[config.mk]
export PLATFORM = sky130hd
export DESIGN_NAME = ptta_fifo
export DESIGN_NICKNAME = d
export VERILOG_FILES = /design/src/ptta_pkg.sv /design/src/ptta_fifo.sv
export SDC_FILE = /design/constraint.sdc
export NUM_CORES = 1
export LEC_CHECK = 0
export ABC_CLOCK_PERIOD_IN_PS = 13000
export BUFFER_PORTS_ARGS = -buffer_cell sky130_fd_sc_hd__buf_2
export CORE_ASPECT_RATIO = 0.7
export CORE_MARGIN = 3
export CORE_UTILIZATION = 56
export CTS_CLUSTER_DIAMETER = 50
export DETAILED_ROUTE_END_ITERATION = 8
export HOLD_SLACK_MARGIN = 0.06
export PLACE_DENSITY = 0.94
export SLEW_MARGIN = 30
export SYNTH_ARGS = -nofsm -noshare
export SYNTH_HDL_FRONTEND = slang
export SYNTH_SLANG_ARGS = --single-unit
export TNS_END_PERCENT = 20
[constraint.sdc]
create_clock -name clk_i -period 13 [get_ports clk_i]
set_clock_uncertainty 0.1 [all_clocks]
set_input_delay 3.9 -clock clk_i [delete_from_list [all_inputs] [get_ports clk_i]]
set_output_delay 3.9 -clock clk_i [all_outputs]
set_load 0.02 [all_outputs]
[src/ptta_pkg.sv]
// shared types, constants and angle table of the path to trajectory annotator
package ptta_pkg;

  // default number of cordic iterations
  localparam int unsigned CORDIC_STEPS_DEF = 16;
  // entries in the arctangent table
  localparam int unsigned ANG_TAB_LEN      = 24;
  // depth of the queue between front and back
  localparam int unsigned QUEUE_DEPTH      = 2;

  localparam logic [19:0] INV_GAIN_Q20 = 20'd636751;
  localparam logic [33:0] INV_GAIN_Q30 = 34'd652032874;
  localparam logic [26:0] TWO_PI_Q24   = 27'd105414357;
  localparam logic [15:0] VEL_RESET    = 16'd256;

  // input request
  typedef struct packed {
    logic signed [31:0] x_pos;
    logic signed [31:0] y_pos;
    logic               last_point;
  } in_req_t;

  // output request
  typedef struct packed {
    logic signed [31:0] x_out;
    logic signed [31:0] y_out;
    logic signed [15:0] heading_angle;
    logic signed [15:0] quat_z;
    logic signed [15:0] quat_w;
    logic        [31:0] time_offset;
    logic        [15:0] linear_speed;
    logic signed [15:0] angular_speed;
    logic               last_out;
  } out_req_t;

  // kind of queued command
  typedef enum logic {
    CMD_SINGLE,
    CMD_STEP
  } cmd_e;

  // command handed from front to back
  typedef struct packed {
    cmd_e        kind;
    logic        first;
    logic        last;
    logic [31:0] x;
    logic [31:0] y;
    logic [31:0] px;
    logic [31:0] py;
  } cmd_t;

  // arctangent of 2^-i in 2^32-per-turn units
  function automatic logic [29:0] ang_tab(input int unsigned idx);
    logic [29:0] v;
    unique case (idx)
      0:  v = 30'd536870912;
      1:  v = 30'd316933406;
      2:  v = 30'd167458907;
      3:  v = 30'd85004756;
      4:  v = 30'd42667331;
      5:  v = 30'd21354465;
      6:  v = 30'd10679838;
      7:  v = 30'd5340245;
      8:  v = 30'd2670163;
      9:  v = 30'd1335087;
      10: v = 30'd667544;
      11: v = 30'd333772;
      12: v = 30'd166886;
      13: v = 30'd83443;
      14: v = 30'd41722;
      15: v = 30'd20861;
      16: v = 30'd10430;
      17: v = 30'd5215;
      18: v = 30'd2608;
      19: v = 30'd1304;
      20: v = 30'd652;
      21: v = 30'd326;
      22: v = 30'd163;
      23: v = 30'd81;
      default: v = 30'd0;
    endcase
    return v;
  endfunction

endpackage

[src/ptta_fifo.sv]
// short command queue between front and back end
module ptta_fifo (
  input  logic           clk_i,
  input  logic           rst_ni,
  input  logic           push_i,
  input  ptta_pkg::cmd_t push_cmd_i,
  input  logic           pop_i,
  output ptta_pkg::cmd_t head_o,
  output logic           full_o,
  output logic           empty_o
);
  import ptta_pkg::*;

  localparam int unsigned PW = (QUEUE_DEPTH > 1) ? $clog2(QUEUE_DEPTH) : 1;
  localparam int unsigned CW = $clog2(QUEUE_DEPTH + 1);

  cmd_t          mem_q [QUEUE_DEPTH];
  logic [PW-1:0] wptr_q, rptr_q;
  logic [CW-1:0] cnt_q;
  logic          do_push, do_pop;

  assign full_o  = (cnt_q == CW'(QUEUE_DEPTH));
  assign empty_o = (cnt_q == '0);
  assign head_o  = mem_q[rptr_q];
  assign do_push = push_i & ~full_o;
  assign do_pop  = pop_i & ~empty_o;

  // storage
  always_ff @(posedge clk_i) begin
    if (do_push) begin
      mem_q[wptr_q] <= push_cmd_i;
    end
  end

  // pointers and fill count
  always_ff @(posedge clk_i or negedge rst_ni) begin
    if (!rst_ni) begin
      wptr_q <= '0;
      rptr_q <= '0;
      cnt_q  <= '0;
    end else begin
      if (do_push) begin
        wptr_q <= (wptr_q == PW'(QUEUE_DEPTH - 1)) ? '0 : wptr_q + 1'b1;
      end
      if (do_pop) begin
        rptr_q <= (rptr_q == PW'(QUEUE_DEPTH - 1)) ? '0 : rptr_q + 1'b1;
      end
      if (do_push && !do_pop) begin
        cnt_q <= cnt_q + 1'b1;
      end else if (!do_push && do_pop) begin
        cnt_q <= cnt_q - 1'b1;
      end
    end
  end

endmodule

Word level (Yosys, flattened, before mapping)
Memory sizes are Yosys's and may differ from the RTL's.
Index checks and enable logic that the tools add are counted.

storage, ports and cells
  memories = 1
  input bits = 135
  memory bits (writable) = 262
  register bits after elaboration = 4

memories
  name   words  width  read ports  clocked after Yosys merged registers in  write ports  RTL line         source
  mem_q  2      131    1           0                                        1            ptta_fifo.sv:17  cmd_t mem_q [QUEUE_DEPTH];

cells by class
  multiplexer cells = 6
  eq/ne operators = 1
  bitwise logic cells = 4
  $add $sub $neg = 4
  reductions and logical operators = 6

operators by type and width
  kind                 number
  $mux 1               4
  $mux 2               2
  $add 1x1->1 const B  2
  $add 2x1->2 const B  1
  $and 1x1->1          2
  $eq 2x2->1 const B   1
  $logic_and 1x1->1    2
  $logic_not 1->1      2
  $logic_not 2->1      1
  $not 1->1            2
  $reduce_bool 2->1    1
  $sub 2x1->2 const B  1

Longest topological paths before layout
Gate-level depths: netlist of the first run.

  word-level depth = 7
  mapped depth = 7
  mapped depth without buffers = 7

Worst setup path after synthesis of the first run
Ideal clock, no wire load.

  path type = in2reg
  start = input push_i
  end = memory mem_q[0][0] (netlist name) (enable)
  required time = 12.277 ns
  data arrival time = 9.431 ns
  path slack = 2.846 ns
  stages on the path = 2
  path through = nand2_1 > nor2_1

between the ends
  longest elaborated chain between the ends = 3

ends and longest elaborated chain
  element                       RTL line         source
  start, declared               ptta_fifo.sv:5   input logic push_i,
  $and 1x1->1                   ptta_fifo.sv:25  assign do_push = push_i & ~full_o;
  $mux 1                        ptta_fifo.sv:30  if (do_push) begin
  $mux 1 (not written as such)  ptta_fifo.sv:31  mem_q[wptr_q] <= push_cmd_i;
  end, declared                 ptta_fifo.sv:17

No other way between the ends.

==> metrics.md, run 1 <==
| Metric | Value |
|---|---|
| Largest driver fanout on the critical path | `60` |
| Core Box Area | `17300 um^2` |
| Post-detail-place hpwl | `13.5 mm` |
| Unrepaired setup endpoints after global routing | `no` |
| Critical Path Sink Type | `output pin` |
| Final net count | `roughly 850` |
| Number of search-and-repair iterations in the first detailed-routing pass | `4` |
| Summed area of non-filler cells in the final layout | `between 10000 and 15000 um^2` |
| Vias per std cell | `about 5.3` |
| Overall die area | `about 20000 um^2` |
| Final min period | `6550 ps` |
| Hold-fix buffer count after cts | `0` |
| Number of H-tree levels | `1` |
| Critical path arrival | `approximately 2600 ps` |
| Power density cells | `236 nW/um^2` |
| Max VDD drop | `around 0.16 mV` |
| Cell with the largest stage delay on the worst path | `sky130_fd_sc_hd__dfrtp_4` |
| Pin count of the biggest net entering global routing | `between 70 and 80` |
| Clock slew at reported path FFs | `around 60 ps` |
| Kind of start point of the critical path | `flop` |
| DRC violations left | `0` |
| Yosys warning total | `0` |
| Horiz. Die Dim | `between 150 and 200 um` |
| Placement-stage cell area | `around 12000 um^2` |
| Layout cells sized above 1 | `0.602` |
| Combined area of the multi-input logic cells | `roughly 1900 um^2` |
| CP Class | `reg -> out` |
| Net count after synthesis | `approximately 560` |
| Final setup viols | `0` |
| First-pass GRT wire length | `just under 30 mm` |
| Number of input and output port buffers inserted | `about 270` |
| Initial antenna violation count | `3` |
| Cells after synthesis | `roughly 430` |
| Required time of the worst setup path | `9000 ps` |
| Number of buffers inserted during clock tree synthesis | `25` |
| Total Routed Length | `19.6 mm` |
| FF+latch area | `between 7000 and 8000 um^2` |
| Depth of the worst register-to-register path | `3` |
| Site row count | `40` |
| Total via count after detailed routing | `a little over 5k` |
| FMAX | `0.153 GHz` |
| Syn Area/Cell | `23.4 um^2` |
| Routability-driven placement congestion ratio | `between 0.8 and 0.9` |
| Number of violations reported at the end of detailed-routing iteration 0 | `450` |
| Count of cells along the worst hold path | `1` |
| Aggregate negative setup slack | `0 ps` |
| Tightest Pin Transition | `930 ps` |
| Maximum buffer depth of the clock tree | `3` |
| Total leakage power | `between 0.004 and 0.005 uW` |
| Post-route clock period utilization | `0.504` |
| CTS resizes | `0` |
| Via count of the first global-routing pass | `roughly 5.4k` |
| Post-Syn Area | `~10000 um^2` |
| Cell-by-cell listing of the critical path | `buf_6 -> mux2_2 -> buf_2` |
| Run status | `finished, final reports clean` |
| CP Depth | `3` |
| Type of the most critical hold path | `reg -> reg` |
| Buf+Inv Stages, Crit Path | `2` |
| Wire per inst | `approximately 20 um` |
| Portion of the post-synthesis area used by sequential elements | `0.798` |
| Number of storage elements in the synthesis netlist | `266` |
| Delay contributed by the slowest stage of the critical path | `~770 ps` |
| Clock root buffer | `sky130_fd_sc_hd__clkbuf_16` |
| Clock Latency Late Sink | `between 400 and 500 ps` |
| CTS tree | `built` |
| Worst-case headroom to the max-slew limit | `0.380` |
| Highest-count cells in the layout ignoring fill and taps | `sky130_fd_sc_hd__buf_2 (267), sky130_fd_sc_hd__edfxtp_1 (262), sky130_fd_sc_hd__mux2_4 (80)` |
| Worst path top cell family by delay | `buffers and inverters` |
| Worst slack at placement | `6730 ps` |
| FF-to-FF setup slack | `between 10000 and 15000 ps` |
| Synthesis-to-finish area growth | `22.6%` |
| Die Y | `118 um` |
| Clock sink total | `between 200 and 300` |
| Setup WS post-layout | `roughly 6500 ps` |
| Commonest non-fill, non-tap cell in the layout | `sky130_fd_sc_hd__buf_2` |
| Final count of hold timing violations | `0` |
| Residual antenna-violating net count after detailed routing | `0` |
| Post-CTS Setup Inserts | `0` |
| Grt ovf | `0` |
| Number of filler instances in the final layout | `between 1k and 1.5k` |
| Pins Over Slew Limit | `0` |
| Number of maximum-capacitance constraint violations | `0` |
| Initial Utilization | `0.576` |
| All-Layer GR Usage | `0.193` |
| Io pins | `roughly 270` |
| Number of distinct library cell variants in the gate-level netlist after synthesis | `16` |
==> Yosys cell counts <==
library cell | instances | area, um^2
sky130_fd_sc_hd__buf_6 | 9 | 101
sky130_fd_sc_hd__buf_8 | 1 | 15.0
sky130_fd_sc_hd__nand2_1 | 1 | 3.75
sky130_fd_sc_hd__and3_1 | 1 | 6.26
sky130_fd_sc_hd__nand2b_1 | 1 | 6.26
sky130_fd_sc_hd__mux2_4 | 80 | 1200
sky130_fd_sc_hd__nor2_1 | 3 | 11.3
sky130_fd_sc_hd__ha_1 | 1 | 12.5
sky130_fd_sc_hd__xor2_1 | 2 | 17.5
sky130_fd_sc_hd__inv_1 | 2 | 7.51
sky130_fd_sc_hd__mux2_2 | 51 | 574
sky130_fd_sc_hd__edfxtp_1 | 262 | 7870
sky130_fd_sc_hd__o21ai_0 | 1 | 5.00
sky130_fd_sc_hd__xnor2_1 | 3 | 26.3
sky130_fd_sc_hd__buf_2 | 5 | 25.0
sky130_fd_sc_hd__dfrtp_1 | 4 | 100
==> stage by stage <==
| stage | util | power [uW] | instances | hold WS [ps] |
|---|---|---|---|---|
| after global routing | 0.707 | 3020 | 956 | 493 |
| after floorplan | - | 2020 | 427 | 361 |
| after CTS | 0.706 | 2920 | 955 | 466 |
| final | 0.707 | 2890 | 956 | 463 |
| after detailed placement | 0.666 | 2290 | 915 | 450 |
| after global placement | 0.665 | 2240 | 914 | 401 |
==> power breakdown <==
group	switching, uW	internal (uW)
clock network	276	352
logic	583	425
registers	76.3	1180
total	935	1950
==> final timing paths <==
check | start | end
max | rptr_q | head_o[108]
min | wptr_q | wptr_q
max reg2reg | cnt_q[0] | mem_q[1][125]
min reg2reg | wptr_q | wptr_q
max in group asynchronous | rst_ni | rptr_q
min in group asynchronous | rst_ni | rptr_q
==> metal layers <==
metal,global-route usage,vias up,part of all wire
li1,-,2253,-
met1,0.253,2484,0.39
met2,0.322,267,0.49
met3,0.0528,39,0.095
met4,0.0473,4,0.023
met5,0,-,0.0011
==> state kept, by name, summed over array words and instances (netlist names) <==
register,count
cnt_q,2
mem_q,262
rptr_q,1
wptr_q,1
==> cells by family (layout without fill, tap and decap cells) <==
kind of cell / count (synthesis) / in the layout / share of synthesized area
AO/OA/AOI/OAI: 1 / 1 / 0.000501
XOR/XNOR: 5 / 5 / 0.00439
adder cells (fa/ha/maj): 1 / 1 / 0.00125
buffers and inverters: 17 / 314 / 0.0149
flip-flops: 266 / 266 / 0.798
multiplexers: 131 / 131 / 0.178
other: 0 / 1 / 0
AND/OR/NAND/NOR: 6 / 6 / 0.00276
==> worst reg2reg max path: stages (launching register included) <==
cell and delay (ps):
sky130_fd_sc_hd__dfrtp_1 440, sky130_fd_sc_hd__nand2b_1 180, sky130_fd_sc_hd__and3_4 730, sky130_fd_sc_hd__buf_4 860
==> final cells by class <==
cell class                      count  share of cell area
Sequential cell                   266               0.651
Multi-Input combinational cell    144               0.153
Timing Repair Buffer              272               0.114
Clock buffer                       33              0.0536
Tap cell                          231              0.0236
Clock inverter                      7             0.00297
Inverter                            2            0.000613
Antenna cell                        1            0.000204
(Power assumes the default switching activity.)
==> inputs of run 2 (changes only) <==
--- a/config.mk
+++ b/config.mk
@@ -5,15 +5,15 @@
 export SDC_FILE = /design/constraint.sdc
 export NUM_CORES = 1
 export LEC_CHECK = 0
-export ABC_CLOCK_PERIOD_IN_PS = 13000
+export ABC_CLOCK_PERIOD_IN_PS = 5700
 export BUFFER_PORTS_ARGS = -buffer_cell sky130_fd_sc_hd__buf_2
 export CORE_ASPECT_RATIO = 0.7
 export CORE_MARGIN = 3
-export CORE_UTILIZATION = 56
+export CORE_UTILIZATION = 47
 export CTS_CLUSTER_DIAMETER = 50
 export DETAILED_ROUTE_END_ITERATION = 8
 export HOLD_SLACK_MARGIN = 0.06
-export PLACE_DENSITY = 0.94
+export PLACE_DENSITY = 0.85
 export SLEW_MARGIN = 30
 export SYNTH_ARGS = -nofsm -noshare
 export SYNTH_HDL_FRONTEND = slang
==> constraint.sdc (replaced) <==
create_clock -name clk_i -period 5.7 [get_ports clk_i]
set_clock_uncertainty 0.1 [all_clocks]
set_input_delay 1.71 -clock clk_i [delete_from_list [all_inputs] [get_ports clk_i]]
set_output_delay 1.71 -clock clk_i [all_outputs]
set_load 0.02 [all_outputs]
==> run 2 against run 1 <==
First-iteration DRC count fell by 27%; die area is 18% higher; via count is 1.7% lower; sequential cell count unchanged; sequential power up 130%; routed wire length down 4.8%; total power grew 130%; cell area increased by 0.89%; core utilization decreased by 10 points; critical path depth unchanged; combinational power up 130%.
==> metrics.md, run 2 (synthesis results as in run 1) <==
| Metric | Value |
|---|---|
| Number of filler instances in the final layout | `1490` |
| Total leakage power | `0.00486 uW` |
| Final min period | `4210 ps` |
| Residual antenna-violating net count after detailed routing | `0` |
| Startpoint of the worst-slack reg-to-reg timing path | `cnt_q[0]` |
| Initial antenna violation count | `1` |
| Non-Filler Instances | `between 900 and 1k` |
| Routability-driven placement congestion ratio | `0.752` |
| Wire per inst | `between 15 and 20 um` |
| Total via count after detailed routing | `slightly below 5k` |
| Highest-count cells in the layout ignoring fill and taps | `sky130_fd_sc_hd__buf_2 (267), sky130_fd_sc_hd__edfxtp_1 (262), sky130_fd_sc_hd__mux2_4 (80)` |
| Pins Over Slew Limit | `0` |
| Via count of the first global-routing pass | `approximately 5.1k` |
| Setup WS post-layout | `between 1000 and 1500 ps` |
| FF-to-FF setup slack | `between 3000 and 4000 ps` |
| CP Class | `reg -> out` |
| Count of cells along the worst hold path | `1` |
| Critical path arrival | `roughly 2400 ps` |
| Number of placed cells counting well taps | `around 960` |
| CTS tree | `built` |
| Number of search-and-repair iterations in the first detailed-routing pass | `4` |
| Diodes inserted | `0` |
| Pin count of the biggest net entering global routing | `68` |
| Hold-fix buffer count after cts | `0` |
| Synthesis-to-finish area growth | `23.7%` |
| Site row count | `43` |
| Initial Utilization | `0.491` |
| Final worst hold slack | `about 420 ps` |
| Io pins | `about 270` |
| Die Y | `128 um` |
| Clock root buffer | `sky130_fd_sc_hd__clkbuf_16` |
| Launch point of the worst hold path | `cnt_q[1]` |
| Total Routed Length | `between 15 and 20 mm` |
| Critical Path Sink Type | `output pin` |
| Commonest non-fill, non-tap cell in the layout | `sky130_fd_sc_hd__buf_2` |
| Largest driver fanout on the critical path | `40` |
| Max FFs per register | `262` |
| CTS resizes | `0` |
| Required time of the worst setup path | `just under 4000 ps` |
| End of the worst register-to-register path | `mem_q[0][41]` |
| Final setup viols | `0` |
| Core Box Area | `roughly 20000 um^2` |
| Clock slew at reported path FFs | `approximately 60 ps` |
| Kind of start point of the critical path | `flop` |
| Number of H-tree levels | `1` |
| Post-detail-place hpwl | `~13 mm` |
| Number of input and output port buffers inserted | `267` |
| Run status | `finished, final reports clean` |
| Worst-case headroom to the max-slew limit | `0.398` |
| Max VDD drop | `0.320 mV` |
| All-Layer GR Usage | `0.155` |
| Grt ovf | `0` |
| Aggregate negative setup slack | `0 ps` |
| Horiz. Die Dim | `180 um` |
| FMAX | `~0.24 GHz` |
| Maximum buffer depth of the clock tree | `3` |
| Number of buffers inserted during clock tree synthesis | `25` |
| Post-route clock period utilization | `0.738` |
| Register bank with the most flops | `mem_q` |
| Layout cells sized above 1 | `0.608` |
| Post-CTS Setup Inserts | `0` |
| Vias per std cell | `~5` |
| Final net count | `849` |
| Final count of hold timing violations | `0` |
| Type of the most critical hold path | `reg -> reg` |
| Number of violations reported at the end of detailed-routing iteration 0 | `roughly 330` |
| Tightest Pin Transition | `~900 ps` |
| Clock sink total | `~270` |
| Power density cells | `around 540 nW/um^2` |
| Overall die area | `approximately 23000 um^2` |
| Unrepaired setup endpoints after global routing | `no` |
| Number of maximum-capacitance constraint violations | `0` |
| Top flop regs | `mem_q (262), cnt_q (2)` |
| End point of the worst hold path | `cnt_q[1]` |
| First-pass GRT wire length | `28.2 mm` |
| Depth of the worst register-to-register path | `4` |
| Worst slack at placement | `about 2000 ps` |
| Clock Latency Late Sink | `500 ps` |
| DRC violations left | `0` |
-- run 2: changes by cell type in the layout (fill, tap and decap cells not counted), moves of 2 or more --
cell	delta
sky130_fd_sc_hd__buf_12	+2
sky130_fd_sc_hd__buf_4	+2
sky130_fd_sc_hd__clkbuf_1	-5
sky130_fd_sc_hd__clkinv_1	+3
sky130_fd_sc_hd__clkinv_2	+3
-- run 2: final cells by class --
type | instances | area [um^2] | area share
Sequential cell | 266 | 7970 | 0.646
Multi-Input combinational cell | 144 | 1880 | 0.152
Timing Repair Buffer | 274 | 1410 | 0.115
Clock buffer | 28 | 637 | 0.0516
Tap cell | 270 | 338 | 0.0274
Clock inverter | 15 | 101 | 0.00821
Inverter | 2 | 7.51 | 0.000608
-- run 2: worst max-delay path, stage by stage, from the launching register on --
cell                      delay [ps]
sky130_fd_sc_hd__dfrtp_4         760
sky130_fd_sc_hd__buf_4           500
sky130_fd_sc_hd__mux2_2          420
sky130_fd_sc_hd__buf_2           170
-- run 2: where the power goes --
group / switching [uW] / total, uW / internal, uW
clock network: 655 / 1500 / 847
logic: 1310 / 2280 / 972
registers: 162 / 2840 / 2680
total: 2130 / 6630 / 4500
-- run 2: worst max-delay path by stage --
stage                  end    from  cells after the start
6_report       head_o[121]  rptr_q                      3
2_1_floorplan  mem_q[1][0]  push_i                      1
4_1_cts        head_o[121]  rptr_q                      3
5_1_grt        head_o[121]  rptr_q                      3
3_5_place_dp   head_o[121]  rptr_q                      3
3_3_place_gp   head_o[121]  rptr_q                      3
-- run 2: metal layers --
layer / track usage / vias to the layer above / wire (um)
met5: 0 / - / 13
met1: 0.204 / 2435 / 7740
met4: 0.0370 / 2 / 388
met2: 0.256 / 230 / 8760
met3: 0.0516 / 31 / 1730
li1: - / 2263 / -
-- run 2: through the flow --
stage	instance area, um^2	utilization	power [uW]
after floorplan	9990	-	4580
after global placement	11600	0.571	5150
after detailed placement	11600	0.571	5190
after CTS	12300	0.607	6710
after global routing	12300	0.607	6920
final	12300	0.607	6630
