File: src/ptta_pkg.sv
// shared types, constants and angle table of the path to trajectory annotator
package ptta_pkg;

  // default number of cordic iterations
  localparam int unsigned CORDIC_STEPS_DEF = 16;
  // entries in the arctangent table
  localparam int unsigned ANG_TAB_LEN      = 24;
  // depth of the queue between front and back
  localparam int unsigned QUEUE_DEPTH      = 2;

  localparam logic [19:0] INV_GAIN_Q20 = 20'd636751;
  localparam logic [33:0] INV_GAIN_Q30 = 34'd652032874;
  localparam logic [26:0] TWO_PI_Q24   = 27'd105414357;
  localparam logic [15:0] VEL_RESET    = 16'd256;

  // input request
  typedef struct packed {
    logic signed [31:0] x_pos;
    logic signed [31:0] y_pos;
    logic               last_point;
  } in_req_t;

  // output request
  typedef struct packed {
    logic signed [31:0] x_out;
    logic signed [31:0] y_out;
    logic signed [15:0] heading_angle;
    logic signed [15:0] quat_z;
    logic signed [15:0] quat_w;
    logic        [31:0] time_offset;
    logic        [15:0] linear_speed;
    logic signed [15:0] angular_speed;
    logic               last_out;
  } out_req_t;

  // kind of queued command
  typedef enum logic {
    CMD_SINGLE,
    CMD_STEP
  } cmd_e;

  // command handed from front to back
  typedef struct packed {
    cmd_e        kind;
    logic        first;
    logic        last;
    logic [31:0] x;
    logic [31:0] y;
    logic [31:0] px;
    logic [31:0] py;
  } cmd_t;

  // arctangent of 2^-i in 2^32-per-turn units
  function automatic logic [29:0] ang_tab(input int unsigned idx);
    logic [29:0] v;
    unique case (idx)
      0:  v = 30'd536870912;
      1:  v = 30'd316933406;
      2:  v = 30'd167458907;
      3:  v = 30'd85004756;
      4:  v = 30'd42667331;
      5:  v = 30'd21354465;
      6:  v = 30'd10679838;
      7:  v = 30'd5340245;
      8:  v = 30'd2670163;
      9:  v = 30'd1335087;
      10: v = 30'd667544;
      11: v = 30'd333772;
      12: v = 30'd166886;
      13: v = 30'd83443;
      14: v = 30'd41722;
      15: v = 30'd20861;
      16: v = 30'd10430;
      17: v = 30'd5215;
      18: v = 30'd2608;
      19: v = 30'd1304;
      20: v = 30'd652;
      21: v = 30'd326;
      22: v = 30'd163;
      23: v = 30'd81;
      default: v = 30'd0;
    endcase
    return v;
  endfunction

endpackage

File: src/ptta_front.sv
// front end: accepts path points, tracks path phase and queues commands
module ptta_front (
  input  logic            clk_i,
  input  logic            rst_ni,
  input  logic            in_valid_i,
  output logic            in_stall_o,
  input  ptta_pkg::in_req_t in_req_i,
  input  logic            full_i,
  output logic            push_o,
  output ptta_pkg::cmd_t  push_cmd_o
);
  import ptta_pkg::*;

  typedef enum logic [1:0] {
    PH_FIRST,
    PH_HOLD,
    PH_PATH
  } phase_e;

  phase_e      phase_q;
  logic [31:0] px_q, py_q;
  logic        accept;

  assign in_stall_o = full_i;
  assign accept     = in_valid_i & ~full_i;

  // build the command for the back end
  always_comb begin
    push_o           = accept & ((phase_q != PH_FIRST) | in_req_i.last_point);
    push_cmd_o.kind  = (phase_q == PH_FIRST) ? CMD_SINGLE : CMD_STEP;
    push_cmd_o.first = (phase_q == PH_HOLD);
    push_cmd_o.last  = in_req_i.last_point;
    push_cmd_o.x     = in_req_i.x_pos;
    push_cmd_o.y     = in_req_i.y_pos;
    push_cmd_o.px    = (phase_q == PH_FIRST) ? in_req_i.x_pos : px_q;
    push_cmd_o.py    = (phase_q == PH_FIRST) ? in_req_i.y_pos : py_q;
  end

  // phase and previous point
  always_ff @(posedge clk_i or negedge rst_ni) begin
    if (!rst_ni) begin
      phase_q <= PH_FIRST;
      px_q    <= '0;
      py_q    <= '0;
    end else if (accept) begin
      px_q <= in_req_i.x_pos;
      py_q <= in_req_i.y_pos;
      unique case (phase_q)
        PH_FIRST: phase_q <= in_req_i.last_point ? PH_FIRST : PH_HOLD;
        PH_HOLD,
        PH_PATH:  phase_q <= in_req_i.last_point ? PH_FIRST : PH_PATH;
        default:  phase_q <= PH_FIRST;
      endcase
    end
  end

endmodule

File: config.mk
export PLATFORM = sky130hd
export DESIGN_NAME = ptta_front
export DESIGN_NICKNAME = d
export VERILOG_FILES = /design/src/ptta_pkg.sv /design/src/ptta_front.sv
export SDC_FILE = /design/constraint.sdc
export NUM_CORES = 1
export LEC_CHECK = 0
export BUFFER_PORTS_ARGS = -buffer_cell sky130_fd_sc_hd__buf_2
export CORE_ASPECT_RATIO = 0.7
export CORE_MARGIN = 2
export CORE_UTILIZATION = 50
export CTS_BUF_LIST = sky130_fd_sc_hd__clkbuf_8
export CTS_CLUSTER_SIZE = 20
export DETAILED_ROUTE_END_ITERATION = 7
export PLACE_DENSITY = 0.92
export SYNTH_ARGS = -nofsm -noshare
export SYNTH_HDL_FRONTEND = slang
export SYNTH_SLANG_ARGS = --single-unit
export TNS_END_PERCENT = 10
File: constraint.sdc
create_clock -name clk_i -period 4 [get_ports clk_i]
set_input_delay 0.2 -clock clk_i [delete_from_list [all_inputs] [get_ports clk_i]]
set_output_delay 0.2 -clock clk_i [all_outputs]
set_load 0.005 [all_outputs]
=== Yosys cells after proc, flatten, opt, wreduce, memory -nomap -nowiden ===
Cells that the tools add are included.

* Register bits: 66
* Input port bits: 69
* Output and inout bits: 133
* Logic and storage cells: 18

* Eq/ne operators: 2
* Mux-type cells: 6
* Bitwise gates (word level): 4
* Reductions and logical operators: 3

{| class="wikitable"
|+ Operators with widths
! cell !! number
|-
| 32-bit 2-to-1 mux || 2
|-
| 2-bit one-hot mux with 2 select lines || 1
|-
| 1-bit AND || 2
|-
| 2-bit by 1-bit == test with 1-bit output, second input constant || 1
|-
| 2-bit == test, second input constant || 1
|-
| 2-bit logical NOT || 1
|-
| 1-bit 2-to-1 mux || 2
|-
| 2-bit 2-to-1 mux || 1
|-
| 2-bit nonzero test || 1
|-
| 2-bit OR reduction || 1
|-
| 1-bit inverter || 1
|-
| 1-bit OR || 1
|}

=== Longest topological paths before layout ===
Gate-level depths: netlist (run 1).

* Depth in word-level cells: 3
* Mapped depth: 5
* Depth with buffers taken out: 4

=== Worst setup path after synthesis (run 1) ===
Ideal clock, no wire load.

* Path type: register to output
* Start point: register phase_q[0]
* End point: output push_cmd_o[0] in the netlist's numbering
* Arrival: 1324 ps
* Data required time: 3800 ps
* Path slack: 2476 ps
* Stages on the path, launching flop included: 6
* Buffers on the path: 2
* Cells stage by stage: dfrtp_1 inv_1 ha_1 buf_2 buf_4 mux2_2

{| class="wikitable"
|+ RTL lines
! element !! RTL line !! source
|-
| start, declared || ptta_front.sv:20 || <nowiki>phase_e phase_q;</nowiki>
|-
| start signal, assigned || ptta_front.sv:49 || <nowiki>PH_FIRST: phase_q <= in_req_i.last_point ? PH_FIRST : PH_HOLD;</nowiki>
|-
| start signal, assigned || ptta_front.sv:51 || <nowiki>PH_PATH: phase_q <= in_req_i.last_point ? PH_FIRST : PH_PATH;</nowiki>
|-
| end, declared || ptta_front.sv:10 || <nowiki>output ptta_pkg::cmd_t push_cmd_o</nowiki>
|}

==> run_results.csv, run 1 <==
group,metric,value,unit
run_status,outcome,"finished, final reports clean",
drt,vias,2576,
floorplanning,die_h,78.3,um
cts,path_clk_slew,0.06,ns
pwr,power,2.22,mW
pwr,ir_drop,0.000231,V
floorplanning,ios,202,
placed_design,routabilityCongestion,0.703,
layout,mostFrequentLayoutCells,"201 x buf_2, 101 x mux2_2, 66 x dfrtp_1",
global_route,grt.total_usage,0.172,
global_route,grt_max_degree,48,
drt,wl_per_cell,14.1,um
yosys,synth.distinct_cells,15,
pwr,power.density,471,nW/um^2
global_route,grt_pass1_vias,2501,
yosys,postSynthAreaPerCell,13.7,sq um
drt,vias_per_cell,4.86,
placed_design,dpl_cell_area,4480,sq um
drt,dr.pass1.iters,4,
global_route,grt_antenna_before_repair,0,
drt,dr.first_iter.drc_count,40,
yosys,syn_inst,287,
worst_setup_path,path_max_fanout,47,
cts,clkSinkCount,66,
pwr,power_leakage,2.37,nW
cts,htreeDepth,3,
yosys,ys_seq_elements,66,
timing,finalCritPeriodShare,0.674,
cts,postCtsSetupRepairBufs,0,
cts,cts_root_buffer,"clkbuf_8",
layout,drive_gt1_frac,0.816,
floorplanning,die_area,8620,sq um
floorplanning,placementRows,27,
drt,wl,7.48,mm
layout,layout_commonest_cell,"buf_2",
worst_setup_path,cp-end-kind,"output pin",
timing,rsz0062_at_grt,"false",
floorplanning,start_util,0.507,
layout,nNetsFinal,497,
cts,clk_path_buf_depth,2,
timing,skew,0.0000180,ns
cts,numCtsBuffers,9,
timing,setup_viol,0,
worst_setup_path,cp_data_arrival_time,2.50,ns
cts,cts_tree,"yes",
yosys,yosysSeqAreaShare,0.419,
timing,clock.fmax,371,MHz
timing,tightest_slew,0.693,ns
drt,drc_errors,0,
floorplanning,die_w,110,um
timing,relSlewSlack,0.538,
timing,period_minus_slack,2.70,ns
placed_design,port_buffers,201,
cts,clk_latency,0.32,ns
worst_hold_path,hold_class,"input port to flip-flop",
timing,fin_tns_setup,0,ns
timing,timing.final.hold_violations,0,
timing,report.final.slew_viol_count,0,
yosys,syn-num-nets,360,
worst_setup_path,worst-endpoint-required,3.80,ns
drt,antenna_left,0,
timing,fin_hold_ws,0.104,ns
global_route,grt_first_pass_wirelength,11.4,mm
global_route,grt-ovfl-total,0,
yosys,syn_area,3940,sq um
layout,syn_to_final_growth,19.3,%
worst_setup_path,critPathLaunchType,"flip-flop",
layout,antenna_cells,0,
job,cap_violations,0,
placed_design,hpwl,5.58,mm
yosys,yosys_warnings,0,
layout,fin_area,4700,sq um
worst_setup_path,path_class,"flip-flop to output pin",
floorplanning,core_area,7770,sq um
[Yosys cell counts]
cell type | count | share of area
o21ai_0 | 1 | 0.0013
buf_6 | 1 | 0.0029
buf_4 | 74 | 0.14
mux2_4 | 27 | 0.10
nand4bb_1 | 2 | 0.0057
ha_1 | 4 | 0.013
dfrtp_1 | 66 | 0.42
buf_12 | 2 | 0.010
inv_1 | 3 | 0.0029
buf_2 | 2 | 0.0025
o21a_1 | 1 | 0.0019
mux2_2 | 101 | 0.29
nor2b_4 | 1 | 0.0035
buf_8 | 1 | 0.0038
o22ai_1 | 1 | 0.0016
[final timing paths]
kind,from,to,slack (ns),cells past startpoint
max in group asynchronous,rst_ni,py_q[16]$_DFFE_PN0P_,2.64,3
setup reg to reg,phase_q[1]$_DFFE_PN0P_,phase_q[0]$_DFFE_PN0P_,2.00,5
hold reg to reg,py_q[20]$_DFFE_PN0P_,py_q[20]$_DFFE_PN0P_,0.50,1
min in group asynchronous,rst_ni,py_q[27]$_DFFE_PN0P_,0.46,2
setup / recovery,phase_q[1]$_DFFE_PN0P_,push_cmd_o[42],1.30,5
hold / removal,in_req_i[0],phase_q[1]$_DFFE_PN0P_,0.10,2
[report_power, final]
group | switching (mW) | internal, mW
logic | 0.320 | 0.472
registers | 0.0522 | 0.768
clock network | 0.241 | 0.363
total | 0.613 | 1.60
[registers in the layout, indices dropped and copies added, names as in the netlist]
signal   count
py_q        32
px_q        32
phase_q      2
[cell type report]
class | count | area, sq um
fillers | 632 | 3070
flip-flops and latches | 66 | 1650
multi-input cells | 138 | 1650
repair buffers | 206 | 1050
clock buffers | 10 | 138
well taps | 101 | 126
clock inverters | 6 | 81.3
inverters | 3 | 11.3
[critical path, stage by stage (launching register included)]
cell and delay, ns:
dfrtp_1 0.38, inv_1 0.12, ha_2 0.50, buf_4 0.57, mux2_2 0.41, buf_2 0.13
[through the flow]
step	util	setup slack [ns]	instances
floorplan	-	2.48	287
global placement	0.576	1.72	513
detailed placement	0.576	1.63	513
CTS	0.605	1.26	530
global route	0.605	1.16	530
finish	0.605	1.30	530
[logic make-up after synthesis]
family | Yosys count | share of synthesized area
fa+ha+maj | 4 | 0.0127
flops | 66 | 0.419
mux | 128 | 0.391
buf+inv | 83 | 0.163
compound gates | 3 | 0.00476
simple gates | 3 | 0.00920
[timing repair]
item,4_1_cts,5_1_grt
hold buffers,1,0
endpoints found under the setup margin,0,0
resized for setup,0,0
endpoints found under the hold margin,32,0
[layer usage]
metal	up-vias	global-route usage	routed length [um]
met5	-	0	0
met4	0	0.0638	96
met3	9	0.0465	475
met2	117	0.313	3920
met1	1245	0.191	2990
li1	1205	-	-
Note: power is estimated with default switching activity, not from simulation.
==> run 2: changes to the inputs <==
Settings changed: ABC_AREA set to 1, CORE_UTILIZATION 50 to 42, PLACE_DENSITY 0.92 to 0.83.
Clock period 4 ns to 2.4 ns, I/O delays scaled along.
==> run 2 against run 1 <==
  * Clock skew grew 0.0089 ns
  * Wire length up 5.9%
  * Register-to-register slack worse by 1.1 ns
  * Area after synthesis decreased by 2.9%
  * Die area is 15% higher
  * Critical endpoint is now push_cmd_o[32]
  * Largest power group is now combinational logic
  * Highest routed layer unchanged
==> run_results.csv, run 2 <==
group,metric,value,unit
drt,dr.pass1.iters,4,
yosys,yosys_warnings,0,
yosys,synthSimpleGateAreaFrac,0.134,
timing,fin_tns_setup,0,ns
worst_setup_path,reg2reg_depth,5,
yosys,syn_inst,501,
yosys,synthTopCellsByArea,"dfrtp_1 43%, buf_4 14%, a21oi_1 8.5%, inv_1 7.0%, nand2_1 6.7%",
layout,fillers,873,
yosys,synth.distinct_cells,14,
yosys,syn_area,3830,sq um
timing,period_minus_slack,2.04,ns
yosys,ys_seq_elements,66,
yosys,async_flop_share,1.00,
yosys,synthMuxAreaShare,0,
worst_setup_path,slowest_delay,0.41,ns
yosys,yosysSeqAreaShare,0.432,
worst_hold_path,hold_class,"input port to flip-flop",
cts,cts_resized,0,
drt,vias_per_cell,4.41,
cts,path_clk_slew,0.07,ns
floorplanning,die_area,9910,sq um
worst_setup_path,crit_chain,"inv_1 > ha_4 > buf_12 > nor2_1 > a21oi_1 > buf_2",
timing,clock.fmax,490,MHz
drt,vias,3323,
drt,wl_per_cell,10.5,um
placed_design,routabilityCongestion,0.769,
pwr,power_leakage,2.61,nW
cts,cts_tree,"yes",
pwr,comb_power_share,0.400,
worst_setup_path,crit_slowest_cell,"dfrtp_1",
cts,numCtsBuffers,9,
worst_setup_path,critPathLaunchType,"flip-flop",
yosys,synth_xor_area_frac,0,
floorplanning,placementRows,29,
yosys,synth_top_area_frac,0.432,
yosys,synth_edf_count,0,
floorplanning,die_w,118,um
yosys,yosysMostFrequentCell,"buf_4",
pwr,p_sw_frac,0.352,
worst_setup_path,path_class,"flip-flop to output pin",
layout,mostFrequentLayoutCells,"201 x buf_2, 72 x inv_1, 68 x nand2_1",
global_route,grt-ovfl-total,0,
yosys,synthAdderAreaFrac,0.0131,
placed_design,port_buffers,201,
layout,instances_no_fill,753,
run_status,outcome,"finished, final reports clean",
global_route,grt_antenna_before_repair,0,
layout,regArea,1650,sq um
timing,timing.final.hold_violations,0,
placed_design,place_inst,738,
cts,cts_root_buffer,"clkbuf_8",
drt,drc_errors,0,
cts,hold_buffers,1,
yosys,yosys.area.top_type,"dfrtp_1",
floorplanning,ios,202,
global_route,grt_first_pass_wirelength,13.1,mm
worst_setup_path,cp-end-kind,"output pin",
floorplanning,core_area,8960,sq um
pwr,ir_drop,0.000321,V
job,cap_violations,0,
layout,top_regs,"px_q: 32 flops, py_q: 32 flops, phase_q: 2 flops",
timing,report.final.slew_viol_count,0,
yosys,ys.flop_type,"dfrtp_1",
drt,dr.first_iter.drc_count,105,
layout,drive_gt1_frac,0.353,
yosys,synth_common_cells,"72 x buf_4, 71 x inv_1, 68 x nand2_1, 66 x dfrtp_1, 66 x nor2_1",
cts,postCtsSetupRepairBufs,0,
floorplanning,start_util,0.427,
timing,tightest_slew,0.728,ns
worst_setup_path,path_max_fanout,51,
drt,antenna_left,0,
placed_design,hpwl,6.02,mm
pwr,p_seq_frac,0.380,
yosys,postSynthAreaPerCell,7.64,sq um
timing,skew,0.00896,ns
pwr,power.density,772,nW/um^2
layout,fin_area,4550,sq um
cts,htreeDepth,3,
layout,layout_commonest_cell,"buf_2",
yosys,synth_top_family_by_area,"buffers and inverters",
cts,clk_latency,0.33,ns
global_route,grt_pass1_vias,2984,
global_route,grt.total_usage,0.159,
cts,clkSinkCount,66,
timing,setup_viol,0,
yosys,syn-num-nets,574,
pwr,power.switching,1.24,mW
placed_design,dpl_cell_area,4380,sq um
worst_hold_path,hold_depth,3,
floorplanning,die_h,83.9,um
layout,final_util,0.508,
timing,rsz0062_at_grt,"false",
worst_setup_path,cp_data_arrival_time,1.92,ns
timing,fin_hold_ws,0.0513,ns
layout,syn_to_final_growth,18.9,%
global_route,grt_max_degree,76,
worst_setup_path,worst-endpoint-required,2.28,ns
cts,clk_path_buf_depth,2,
timing,relSlewSlack,0.515,
drt,wl,7.92,mm
layout,antenna_cells,0,
pwr,pwr-share-clk,0.220,
layout,nNetsFinal,699,
layout,multiInputGateArea,1230,sq um
pwr,p_int,2.28,mW
yosys,synth_compound_area_frac,0.170,
timing,finalCritPeriodShare,0.851,
-- run 2: logic make-up after synthesis --
kind of cell    Yosys count
buf+inv                 165
simple gates            136
fa+ha+maj                 4
flops                    66
compound gates          130
-- run 2: cell type report --
type | instances | share of cell area
clock buffer | 10 | 0.0302
clock inverter | 4 | 0.00467
inverter | 71 | 0.0586
multi-input combinational | 270 | 0.271
sequential | 66 | 0.363
tap | 124 | 0.0341
timing repair buffer | 208 | 0.239
-- run 2: path summary, 6_finish.rpt --
check                                        from                     end  slack, ns
min in group asynchronous                  rst_ni     px_q[8]$_DFFE_PN0P_       0.37
setup / recovery           phase_q[0]$_DFFE_PN0P_          push_cmd_o[32]       0.36
setup reg to reg           phase_q[0]$_DFFE_PN0P_  phase_q[0]$_DFFE_PN0P_       0.87
hold reg to reg               py_q[3]$_DFFE_PN0P_     py_q[3]$_DFFE_PN0P_       0.49
max in group asynchronous                  rst_ni    py_q[21]$_DFFE_PN0P_       1.38
hold / removal                        in_req_i[7]     py_q[6]$_DFFE_PN0P_       0.05
-- run 2: routing by layer --
| metal | track usage | vias up | part of all wire |
|---|---|---|---|
| met5 | 0 | - | 0 |
| met4 | 0.0296 | 0 | 0.0096 |
| met3 | 0.0526 | 8 | 0.065 |
| met2 | 0.283 | 123 | 0.50 |
| met1 | 0.190 | 1456 | 0.43 |
| li1 | - | 1736 | - |
-- run 2: power groups by stage --
stage | clock network [mW] | logic, mW | registers (mW)
after detailed placement | 0 | 1.42 | 1.35
after global placement | 0 | 1.39 | 1.35
after global routing | 0.850 | 1.59 | 1.35
after floorplan | 0 | 0.906 | 1.33
final | 0.775 | 1.40 | 1.34
after CTS | 0.802 | 1.43 | 1.33
-- run 2: critical path: cells and delay by family, from the launching register on --
family / cells / cell delay [ns]
AO/OA/AOI/OAI: 1 / 0.14
adder cells (fa/ha/maj): 1 / 0.39
buffers and inverters: 3 / 0.53
flip-flops: 1 / 0.41
AND/OR/NAND/NOR: 1 / 0.08
-- run 2: per-stage QoR --
step / worst slack (ns) / power, mW
after global routing: 0.195 / 3.79
after floorplan: 1.15 / 2.24
after detailed placement: 0.709 / 2.78
after global placement: 0.754 / 2.74
final: 0.359 / 3.51
after CTS: 0.343 / 3.56
==> run 3: changes to the inputs <==
Settings changed: RECOVER_POWER set to 100.
==> run 3 against run 2 <==
  * Via count hardly changed
  * Die area unchanged
  * Maximum frequency fell by 0.15%
  * The run now ends with max-capacitance violations, max-slew violations left
  * Worst setup slack got worse by 0.0030 ns
==> run_results.csv, run 3 (synthesis results as in run 2) <==
group,metric,value,unit
timing,tightest_slew,1.77,ns
worst_setup_path,r2r-start,"phase_q[0]$_DFFE_PN0P_",
drt,vias,3322,
cts,path_clk_slew,0.07,ns
timing,timing.final.hold_violations,0,
worst_setup_path,reg2reg_to,"phase_q[0]$_DFFE_PN0P_",
timing,fin_tns_setup,0,ns
floorplanning,ios,202,
timing,finalCritPeriodShare,0.852,
placed_design,port_buffers,201,
layout,layout_commonest_cell,"buf_2",
layout,mostFrequentLayoutCells,"111 x buf_2, 72 x inv_1, 72 x clkbuf_1",
drt,dr.pass1.iters,5,
worst_setup_path,cp-endpoint,"push_cmd_o[54]",
floorplanning,die_w,118,um
drt,dr.first_iter.drc_count,118,
timing,clock.fmax,489,MHz
placed_design,hpwl,6.02,mm
placed_design,routabilityCongestion,0.769,
cts,numCtsBuffers,9,
pwr,ir_drop,0.000321,V
layout,syn_to_final_growth,16.2,%
floorplanning,core_area,8960,sq um
worst_setup_path,worst-endpoint-required,2.28,ns
worst_setup_path,path_max_fanout,35,
worst_setup_path,path_class,"flip-flop to output pin",
worst_setup_path,cp_data_arrival_time,1.92,ns
worst_setup_path,r2r_slack,0.86,ns
global_route,grt_antenna_before_repair,0,
drt,wl_per_cell,10.5,um
layout,drive_gt1_frac,0.237,
drt,antenna_left,0,
global_route,grt-ovfl-total,0,
drt,wl,7.93,mm
cts,cts_resized,0,
floorplanning,die_area,9910,sq um
pwr,power_leakage,2.42,nW
drt,drc_errors,0,
worst_setup_path,reg2reg_depth,5,
worst_setup_path,crit_start,"phase_q[0]$_DFFE_PN0P_",
worst_setup_path,critPathLaunchType,"flip-flop",
run_status,violations,"max-capacitance violations, max-slew violations",
floorplanning,die_h,83.9,um
pwr,power.density,775,nW/um^2
layout,nNetsFinal,699,
job,cap_violations,1,
global_route,grt.total_usage,0.159,
run_status,outcome,"complete, but fails checks",
pwr,power,3.45,mW
drt,vias_per_cell,4.41,
timing,period_minus_slack,2.04,ns
cts,clkSinkCount,66,
floorplanning,placementRows,29,
timing,report.final.slew_viol_count,32,
worst_hold_path,hold_class,"input port to flip-flop",
layout,final_util,0.496,
floorplanning,start_util,0.427,
timing,rsz0062_at_grt,"false",
global_route,grt_first_pass_wirelength,13.1,mm
layout,top_regs,"px_q: 32 flops, py_q: 32 flops, phase_q: 2 flops",
global_route,grt_max_degree,76,
cts,htreeDepth,3,
timing,setup_viol,0,
timing,skew,0.00893,ns
cts,cts_root_buffer,"clkbuf_8",
layout,antenna_cells,0,
cts,clk_latency,0.33,ns
cts,cts_tree,"yes",
cts,clk_path_buf_depth,2,
timing,relSlewSlack,-0.179,
worst_setup_path,cp-end-kind,"output pin",
global_route,grt_pass1_vias,2984,
cts,postCtsSetupRepairBufs,0,
[run 3: cell types whose count changed in the layout (fill, tap and decap cells not counted), moves of 2 or more]
cell / before / now
buf_2: 201 / 111
o21ai_0: 41 / 61
o21ai_1: 24 / 4
clkbuf_2: 0 / 19
buf_4: 4 / 2
clkbuf_1: 0 / 72
[run 3: routing by layer]
layer  track usage  vias up  routed length, um
met5             0        -                  0
met3        0.0526        7                512
met2         0.283      122               3970
met4        0.0296        0                 73
met1         0.190     1460               3380
li1              -     1733                  -
[run 3: area by class of cell]
type	instances	area [sq um]
clock buffer	10	138
fill	913	4510
multi-input combinational	270	1230
tap	124	155
sequential	66	1650
clock inverter	4	21.3
timing repair buffer	208	990
inverter	71	267
[run 3: worst max-delay path, stage by stage (launching register included)]
cell	delay, ns
dfrtp_1	0.41
inv_1	0.13
ha_4	0.39
buf_4	0.32
nor2_1	0.08
a21oi_1	0.13
clkbuf_2	0.13
[run 3: timing repair]
action	4_1_cts	5_1_grt
endpoints found under the setup margin	0	0
hold endpoints to repair	31	0
hold buffers	1	0
[run 3: where the power goes]
| group | total (mW) | switching (mW) | internal [mW] |
|---|---|---|---|
| Combinational | 1.34 | 0.775 | 0.562 |
| Clock | 0.774 | 0.390 | 0.384 |
| Sequential | 1.34 | 0.0808 | 1.26 |
[run 3: worst min-delay path by stage]
stage,depth (start not counted),end,startpoint
after floorplan,0,phase_q[0]$_DFFE_PN0P_,rst_ni
after global placement,1,px_q[9]$_DFFE_PN0P_,rst_ni
after detailed placement,1,px_q[8]$_DFFE_PN0P_,rst_ni
after CTS,3,px_q[0]$_DFFE_PN0P_,in_req_i[33]
after global routing,3,px_q[0]$_DFFE_PN0P_,in_req_i[33]
final,3,px_q[9]$_DFFE_PN0P_,in_req_i[42]
[run 3: metrics by stage]
stage	instances	area, sq um	worst slack (ns)	hold WS, ns
after detailed placement	738	4380	0.709	0.225
final	753	4450	0.356	0.0398
after floorplan	501	3830	1.15	-0.176
after global routing	753	4450	0.195	0.0346
after CTS	753	4550	0.343	0.0339
after global placement	738	4380	0.754	0.202
